**config.mk**
```make
export PLATFORM = sky130hd
export DESIGN_NAME = power_burst_detector_core
export DESIGN_NICKNAME = d
export VERILOG_FILES = /design/src/rtl/pbd_pkg.sv /design/src/rtl/pbd_power.sv /design/src/rtl/pbd_tracker.sv /design/src/rtl/power_burst_detector_core.sv
export SDC_FILE = /design/constraint.sdc
export NUM_CORES = 2
export LEC_CHECK = 0
export BUFFER_PORTS_ARGS = -buffer_cell sky130_fd_sc_hd__buf_4
export CAP_MARGIN = 25
export CORE_ASPECT_RATIO = 0.75
export CORE_MARGIN = 8
export CORE_UTILIZATION = 65
export CTS_BUF_LIST = sky130_fd_sc_hd__clkbuf_4
export DETAILED_ROUTE_END_ITERATION = 16
export PLACE_DENSITY = 0.95
export SYNTH_ARGS = -nofsm -noshare
export SYNTH_HDL_FRONTEND = slang
export SYNTH_SLANG_ARGS = --single-unit
```
**constraint.sdc**
```tcl
create_clock -name clk -period 43.9 [get_ports clk]
set_input_delay 4.39 -clock clk [delete_from_list [all_inputs] [get_ports clk]]
set_output_delay 4.39 -clock clk [all_outputs]
set_load 0.005 [all_outputs]
```
**src/rtl/pbd_pkg.sv**
```systemverilog
`timescale 1ns / 1ps
// ----------------------------------------------------------------------------
// pbd_pkg
// Shared types and constants of the power burst detector: request payloads,
// register map and capture limits.
// ----------------------------------------------------------------------------
package pbd_pkg;

  // Capture limits
  localparam int unsigned CAPTURE_DEPTH = 1048576;
  localparam int unsigned MAX_BURSTS    = 64;

  // Derived state widths
  localparam int SIDX_W = $clog2(CAPTURE_DEPTH + 1);  // index, may reach the depth
  localparam int CNT_W  = $clog2(MAX_BURSTS + 1);     // report count, may reach the limit

  // Field widths
  localparam int SMP_W    = 16;
  localparam int IDX_W    = 20;
  localparam int NUM_W    = 6;
  localparam int ACC_W    = 52;
  localparam int PWR_W    = 32;
  localparam int THR_W    = 32;
  localparam int MINLEN_W = 21;

  // Configuration port
  localparam int PADDR_W = 3;
  localparam int PDATA_W = 32;

  // Register index, taken from paddr above the byte offset
  localparam logic REG_THRESHOLD = 1'b0;
  localparam logic REG_MIN_LEN   = 1'b1;

  typedef struct packed {
    logic signed [SMP_W-1:0] sample_i;
    logic signed [SMP_W-1:0] sample_q;
    logic                    last_sample;
  } in_item_t;

  typedef struct packed {
    logic [NUM_W-1:0] burst_number;
    logic [IDX_W-1:0] start_index;
    logic [IDX_W-1:0] end_index;
    logic [IDX_W-1:0] burst_length;
    logic [ACC_W-1:0] power_sum;
  } out_item_t;

  typedef struct packed {
    logic [PWR_W-1:0] power;
    logic             last_sample;
  } pwr_item_t;

  typedef struct packed {
    logic [THR_W-1:0]    power_threshold;
    logic [MINLEN_W-1:0] min_length;
  } cfg_t;

endpackage

```
**src/rtl/pbd_power.sv**
```systemverilog
`timescale 1ns / 1ps
// ----------------------------------------------------------------------------
// pbd_power
// Input register and power stage: registers each sample, forms I*I + Q*Q and
// holds the power for the burst tracker.
// ----------------------------------------------------------------------------
module pbd_power (
  input  logic              clk,
  input  logic              rst_n,
  input  logic              in_valid,
  input  pbd_pkg::in_item_t in_data,
  output logic              in_stall,
  output logic              pwr_valid,
  output pbd_pkg::pwr_item_t pwr_data,
  input  logic              pwr_take
);

  logic               smp_valid_r;
  pbd_pkg::in_item_t  smp_data_r;
  logic               pwr_valid_r;
  pbd_pkg::pwr_item_t pwr_data_r;
  pbd_pkg::pwr_item_t pwr_data_nxt;

  logic signed [pbd_pkg::PWR_W-1:0] sq_i;
  logic signed [pbd_pkg::PWR_W-1:0] sq_q;

  logic pwr_free;
  logic smp_go;
  logic smp_free;

  assign pwr_free = !pwr_valid_r || pwr_take;
  assign smp_go   = smp_valid_r && pwr_free;
  assign smp_free = !smp_valid_r || smp_go;
  assign in_stall = !smp_free;

  // Each square is at most 2^30, so the sum fits unsigned 32 bits
  assign sq_i = smp_data_r.sample_i * smp_data_r.sample_i;
  assign sq_q = smp_data_r.sample_q * smp_data_r.sample_q;

  always_comb begin
    pwr_data_nxt.power       = unsigned'(sq_i) + unsigned'(sq_q);
    pwr_data_nxt.last_sample = smp_data_r.last_sample;
  end

  always_ff @(posedge clk) begin
    if (!rst_n) begin
      smp_valid_r <= 1'b0;
      pwr_valid_r <= 1'b0;
    end else begin
      if (smp_free) begin
        smp_valid_r <= in_valid;
      end
      if (pwr_free) begin
        pwr_valid_r <= smp_valid_r;
      end
    end
  end

  always_ff @(posedge clk) begin
    if (smp_free && in_valid) begin
      smp_data_r <= in_data;
    end
    if (smp_go) begin
      pwr_data_r <= pwr_data_nxt;
    end
  end

  assign pwr_valid = pwr_valid_r;
  assign pwr_data  = pwr_data_r;

endmodule

```
**src/rtl/pbd_tracker.sv**
```systemverilog
`timescale 1ns / 1ps
// ----------------------------------------------------------------------------
// pbd_tracker
// Burst tracker: compares power with the threshold, follows burst edges,
// accumulates burst power and forms the burst record.
// ----------------------------------------------------------------------------
module pbd_tracker (
  input  logic                clk,
  input  logic                rst_n,
  input  pbd_pkg::cfg_t       cfg,
  input  logic                pwr_go,
  input  pbd_pkg::pwr_item_t  pwr_data,
  output logic                res_valid,
  output pbd_pkg::out_item_t  res_data
);

  localparam int SUM_W = pbd_pkg::ACC_W + 1;

  logic                        in_burst_r;
  logic                        in_burst_nxt;
  logic [pbd_pkg::IDX_W-1:0]   start_r;
  logic [pbd_pkg::IDX_W-1:0]   start_nxt;
  logic [pbd_pkg::SIDX_W-1:0]  idx_r;
  logic [pbd_pkg::SIDX_W-1:0]  idx_nxt;
  logic [pbd_pkg::ACC_W-1:0]   acc_r;
  logic [pbd_pkg::ACC_W-1:0]   acc_nxt;
  logic [pbd_pkg::CNT_W-1:0]   cnt_r;
  logic [pbd_pkg::CNT_W-1:0]   cnt_nxt;

  logic                        active;
  logic                        above;
  logic                        emit;
  logic [pbd_pkg::ACC_W-1:0]   acc_base;
  logic [SUM_W-1:0]            acc_sum;
  logic [pbd_pkg::SIDX_W-1:0]  len;

  assign active   = idx_r < pbd_pkg::SIDX_W'(pbd_pkg::CAPTURE_DEPTH);
  assign above    = pwr_data.power > cfg.power_threshold;
  assign acc_base = in_burst_r ? acc_r : '0;
  assign acc_sum  = {1'b0, acc_base} + SUM_W'(pwr_data.power);
  assign len      = idx_r - pbd_pkg::SIDX_W'(start_r);

  always_comb begin
    in_burst_nxt = in_burst_r;
    start_nxt    = start_r;
    idx_nxt      = idx_r;
    acc_nxt      = acc_r;
    cnt_nxt      = cnt_r;
    emit         = 1'b0;
    if (active) begin
      if (above) begin
        in_burst_nxt = 1'b1;
        if (!in_burst_r) begin
          start_nxt = idx_r[pbd_pkg::IDX_W-1:0];
        end
        // saturate the accumulator on carry out
        acc_nxt = acc_sum[pbd_pkg::ACC_W] ? '1 : acc_sum[pbd_pkg::ACC_W-1:0];
      end else if (in_burst_r) begin
        if ((len > pbd_pkg::SIDX_W'(cfg.min_length)) &&
            (cnt_r < pbd_pkg::CNT_W'(pbd_pkg::MAX_BURSTS))) begin
          emit    = 1'b1;
          cnt_nxt = cnt_r + 1'b1;
        end
        in_burst_nxt = 1'b0;
        acc_nxt      = '0;
      end
      idx_nxt = idx_r + 1'b1;
    end
    // close the capture: an open burst is dropped
    if (pwr_data.last_sample) begin
      in_burst_nxt = 1'b0;
      start_nxt    = '0;
      idx_nxt      = '0;
      acc_nxt      = '0;
      cnt_nxt      = '0;
    end
  end

  always_ff @(posedge clk) begin
    if (!rst_n) begin
      in_burst_r <= 1'b0;
      start_r    <= '0;
      idx_r      <= '0;
      acc_r      <= '0;
      cnt_r      <= '0;
    end else if (pwr_go) begin
      in_burst_r <= in_burst_nxt;
      start_r    <= start_nxt;
      idx_r      <= idx_nxt;
      acc_r      <= acc_nxt;
      cnt_r      <= cnt_nxt;
    end
  end

  assign res_valid = pwr_go && emit;

  always_comb begin
    res_data.burst_number = cnt_r[pbd_pkg::NUM_W-1:0];
    res_data.start_index  = start_r;
    res_data.end_index    = idx_r[pbd_pkg::IDX_W-1:0];
    res_data.burst_length = len[pbd_pkg::IDX_W-1:0];
    res_data.power_sum    = acc_r;
  end

endmodule

```
**src/rtl/power_burst_detector_core.sv**
```systemverilog
`timescale 1ns / 1ps
// ----------------------------------------------------------------------------
// power_burst_detector_core
// Energy threshold burst detector over complex I/Q samples, with a register
// port for the threshold and the minimum burst length.
// ----------------------------------------------------------------------------
//   channel  ports                               carries
//   in       in_valid / in_stall / in_data       one I/Q sample and capture end
//   out      out_valid / out_stall / out_data    one burst record
//   cfg      psel penable pwrite paddr pwdata    threshold and minimum length
//
// One sample per clock unless out_stall holds the pipeline; a record is
// presented once its closing sample has passed the input register, then the
// power register, then the result register, with the tracker step and its
// 52-bit accumulate in front of the result register.
// Reset is synchronous and clears the valid flags, the configuration registers and the capture state.
// A stalled record holds the result register; out_stall backs up through the
// stages to in_stall in the same cycle, so no request is lost.
// ----------------------------------------------------------------------------
module power_burst_detector_core (
  input  logic                        clk,
  input  logic                        rst_n,
  input  logic                        in_valid,
  input  pbd_pkg::in_item_t           in_data,
  output logic                        in_stall,
  output logic                        out_valid,
  output pbd_pkg::out_item_t          out_data,
  input  logic                        out_stall,
  input  logic                        psel,
  input  logic                        penable,
  input  logic                        pwrite,
  input  logic [pbd_pkg::PADDR_W-1:0] paddr,
  input  logic [pbd_pkg::PDATA_W-1:0] pwdata,
  output logic [pbd_pkg::PDATA_W-1:0] prdata,
  output logic                        pready
);

  logic [pbd_pkg::THR_W-1:0]    thr_r;
  logic [pbd_pkg::MINLEN_W-1:0] min_len_r;
  logic                         reg_sel;
  logic                         wr_en;
  pbd_pkg::cfg_t                cfg;

  logic                 pwr_valid;
  pbd_pkg::pwr_item_t   pwr_data;
  logic                 pwr_go;
  logic                 res_valid;
  pbd_pkg::out_item_t   res_data;

  logic                 out_valid_r;
  pbd_pkg::out_item_t   out_data_r;
  logic                 out_free;

  // register port
  assign pready  = 1'b1;
  assign reg_sel = paddr[2];
  assign wr_en   = psel && penable && pwrite && pready;

  always_ff @(posedge clk) begin
    if (!rst_n) begin
      thr_r     <= '0;
      min_len_r <= '0;
    end else if (wr_en) begin
      case (reg_sel)
        pbd_pkg::REG_THRESHOLD: thr_r     <= pwdata[pbd_pkg::THR_W-1:0];
        pbd_pkg::REG_MIN_LEN:   min_len_r <= pwdata[pbd_pkg::MINLEN_W-1:0];
        default: ;
      endcase
    end
  end

  always_comb begin
    case (reg_sel)
      pbd_pkg::REG_THRESHOLD: prdata = thr_r;
      pbd_pkg::REG_MIN_LEN:   prdata = pbd_pkg::PDATA_W'(min_len_r);
      default:                prdata = '0;
    endcase
  end

  always_comb begin
    cfg.power_threshold = thr_r;
    cfg.min_length      = min_len_r;
  end

  // datapath
  assign out_free = !out_valid_r || !out_stall;
  assign pwr_go   = pwr_valid && out_free;

  pbd_power u_power (
    .clk       (clk),
    .rst_n     (rst_n),
    .in_valid  (in_valid),
    .in_data   (in_data),
    .in_stall  (in_stall),
    .pwr_valid (pwr_valid),
    .pwr_data  (pwr_data),
    .pwr_take  (pwr_go)
  );

  pbd_tracker u_tracker (
    .clk       (clk),
    .rst_n     (rst_n),
    .cfg       (cfg),
    .pwr_go    (pwr_go),
    .pwr_data  (pwr_data),
    .res_valid (res_valid),
    .res_data  (res_data)
  );

  always_ff @(posedge clk) begin
    if (!rst_n) begin
      out_valid_r <= 1'b0;
    end else if (out_free) begin
      out_valid_r <= res_valid;
    end
  end

  always_ff @(posedge clk) begin
    if (res_valid) begin
      out_data_r <= res_data;
    end
  end

  assign out_valid = out_valid_r;
  assign out_data  = out_data_r;

  // checks
  a_len_consistent: assert property (@(posedge clk) disable iff (!rst_n)
    out_valid |-> out_data.burst_length ==
                  pbd_pkg::IDX_W'(out_data.end_index - out_data.start_index))
    else $error("burst length does not match its indices");

  a_no_record_while_held: assert property (@(posedge clk) disable iff (!rst_n)
    out_valid && out_stall |-> !res_valid)
    else $error("record produced while the result register is held");

  a_threshold_write: assert property (@(posedge clk) disable iff (!rst_n)
    rst_n && wr_en && reg_sel == pbd_pkg::REG_THRESHOLD |=> thr_r == $past(pwdata))
    else $error("threshold register not written");

endmodule
```
==> impl_metrics.tcl <==
set metrics [dict create \
    number_of_hold_buffers_added_after_cts 0 \
    synthesis.nets 4258 \
    drt-pass1-iter-count 7 \
    top_fanout_value_on_the_critical_path 55 \
    place_hpwl_mm 73.3 \
    post_synthesis_compound_gate_area_fraction_pct 8.55 \
    synth_mux_area_share_pct 0.161 \
    route.final.wire_length_mm 96.0 \
    maximum_clock_skew_at_final_layout_ns 0.139 \
    final_cell_area_um2 37100 \
    die-width_um 278 \
    grt-ovfl-total 0 \
    report.final.slew_viol_count 0 \
    layout.cells.most_common "sky130_fd_sc_hd__inv_1" \
    row_count 72 \
    proportion_of_synthesized_flip_flops_having_asynchronous_set_or_reset_pct 0 \
    arrival_time_at_the_worst_endpoint_ns 5.54 \
    combinational_family_with_the_most_area_after_synthesis "adder cells" \
    yosys.area_share.simple_pct 12.0 \
    synth_top_area_share_pct 31.1 \
    growth_of_design_area_from_synthesis_to_finish_pct 10.9 \
    grt_pass1_vias 28100 \
    die_area_um2 59100 \
    regArea_um2 8670 \
    netlist.top_cell.by_area "sky130_fd_sc_hd__fa_1" \
    clock_tree.root_cell "sky130_fd_sc_hd__clkbuf_4" \
    layout-drive-gt1-share_pct 11.4 \
    hold_path.class "flip-flop to flip-flop" \
    fillCellCount 3076 \
    ys_top_cells_by_area "sky130_fd_sc_hd__fa_1 31%, sky130_fd_sc_hd__edfxtp_1 17%, sky130_fd_sc_hd__ha_1 9.5%" \
    cts.clk_slew.worst_paths_ns 0.08 \
    syn_area_per_cell_um2 9.82 \
    max-slew-margin-rel_pct 25.8 \
    status "finished clean" \
    yosys.area_share.adder_pct 40.6 \
    synth-edff-count 184 \
    maxClockFrequency_mhz 101 \
    vias 26600 \
    clock_insertion_delay_worst_skew_ns 0.92 \
    crit_required_ns 39.51 \
    cts.sink_count 341 \
    min_period_over_period_pct 22.6 \
    final_net_count 4489 \
    grt_antenna_before_repair 6 \
    drt-vias-per-instance 6.06 \
    grt_usage_pct 32.3 \
    seq_area_frac_synth_pct 25.9 \
    synth-xor-area-share_pct 3.22 \
    critPathLaunchType "input port" \
    tritoncts "done" \
    core_area_um2 51200 \
    design.portCount 228 \
    number_of_gates_resized_after_cts 0 \
    synth_flop_cell "sky130_fd_sc_hd__edfxtp_1" \
    synth_area_um2 33500 \
    die_height_um 212 \
    period_minus_slack_ns 9.93 \
    globalplace.congestion 0.970 \
    synth.distinct_cells 81 \
    postPlaceCellArea_um2 35800 \
    cts_made_buffers 84 \
    drv.max_cap_violation_count 0 \
    multi_input_area_um2 21600 \
    initialDrtViolationCount 3471 \
    timing.final.hold_violations 0 \
    netlist_instances 3408 \
    avgRoutedWirePerCell_um 21.9 \
    setup_violations 0 \
    timing_worst_slew_pin_value_ns 1.11 \
    cts_post_setup_buffers_inserted 0 \
    route.antenna.remaining_nets 0 \
    end_kind "output port" \
    grt_first_pass_wirelength_mm 150 \
    unrepaired_setup_endpoints_after_global_routing "no" \
    synth-warning-count 0 \
    path_class "input port to output port" \
    grt_max_degree 95 \
    tns_ns 0 \
    h-tree-depth 3 \
    clock_tree.buffer_depth 3 \
    ys_ff_latch 341 \
    starting_density_of_the_core_pct 65.4 \
    remaining_drc_errors 0 \
    most-common-layout-cells "746 x sky130_fd_sc_hd__inv_1, 520 x sky130_fd_sc_hd__fa_1, 395 x sky130_fd_sc_hd__nand2_1, 255 x sky130_fd_sc_hd__ha_1, 237 x sky130_fd_sc_hd__buf_4" \
    input_output_buffers 224 \
]
sequential cells by signal, summed over array words and instances (netlist names):
register and flops:
u_power.pwr_data 33, u_power.smp_data_r 32, thr_r 32, out_data 118, min_len_r 21, u_tracker.idx_r 21, u_tracker.cnt_r 7, u_power.pwr_valid 1
u_tracker.acc_r 52, u_tracker.in_burst_r 1, out_valid 1, u_tracker.start_r 20, u_power.pwr_data_nxt 1, u_power.smp_valid_r 1
logic make-up after synthesis:
| family | count (synthesis) |
|---|---|
| AO/OA/AOI/OAI | 453 |
| other | 2 |
| flip-flops | 341 |
| adder cells (fa/ha/maj) | 775 |
| multiplexers | 5 |
| AND/OR/NAND/NOR | 863 |
| buffers and inverters | 846 |
| XOR/XNOR | 123 |
cells in the mapped netlist (34+ instances only):
library cell / count
sky130_fd_sc_hd__fa_1: 520
sky130_fd_sc_hd__nand3_1: 34
sky130_fd_sc_hd__a21oi_1: 159
sky130_fd_sc_hd__ha_1: 255
sky130_fd_sc_hd__o21ai_0: 107
sky130_fd_sc_hd__a21o_1: 55
sky130_fd_sc_hd__inv_1: 747
sky130_fd_sc_hd__nand2_1: 395
sky130_fd_sc_hd__clkbuf_1: 85
sky130_fd_sc_hd__xnor2_1: 90
sky130_fd_sc_hd__nor2_1: 154
sky130_fd_sc_hd__dfxtp_1: 157
sky130_fd_sc_hd__edfxtp_1: 184
sky130_fd_sc_hd__and2_1: 129
metal layers:
| layer | part of all wire (%) | track usage, % | routed length (um) |
|---|---|---|---|
| met1 | 35 | 39.4 | 34000 |
| met2 | 46 | 52.5 | 44100 |
| met3 | 13 | 10.4 | 12600 |
| met4 | 5.6 | 15.3 | 5390 |
| met5 | 0.029 | 0 | 28 |
path summary, 6_finish.rpt:
path                                    endpoint                         startpoint  slack (ns)  depth (start not counted)
setup / recovery                       prdata[0]                           paddr[2]       33.97                          3
setup reg to reg  u_power.pwr_data[31]$_DFFE_PP_    u_power.smp_data_r[2]$_DFFE_PP_       34.86                         27
hold / removal            out_data[98]$_DFFE_PP_  u_tracker.start_r[6]$_SDFFE_PN0P_        0.41                          0
hold reg to reg           out_data[98]$_DFFE_PP_  u_tracker.start_r[6]$_SDFFE_PN0P_        0.41                          0
worst max-delay path, cell delays in order:
cell                     delay [ns]
sky130_fd_sc_hd__buf_4         0.48
sky130_fd_sc_hd__mux2_2        0.47
sky130_fd_sc_hd__buf_4         0.16
layout make-up:
class	count	area share, %
multi-input combinational	2221	58.3
sequential	341	23.4
inverter	748	7.57
timing repair buffer	243	5.16
clock buffer	122	2.47
tap	666	2.25
clock inverter	34	0.830
antenna	6	0.0405
stage by stage:
stage                     cells  util (%)  hold WS [ns]  setup slack, ns
final                      4381      72.5         0.406            33.97
after detailed placement   4215      69.9         0.418            34.03
after CTS                  4371      72.3         0.405            34.01
after floorplan            3408         -         0.400            26.76
after global routing       4381      72.5         0.432            33.94
after global placement     4213      69.8         0.403            34.04
Power is left out: the tool's default activity adds up to more than one toggle a clock period on the data nets, which glitch-free logic cannot reach.
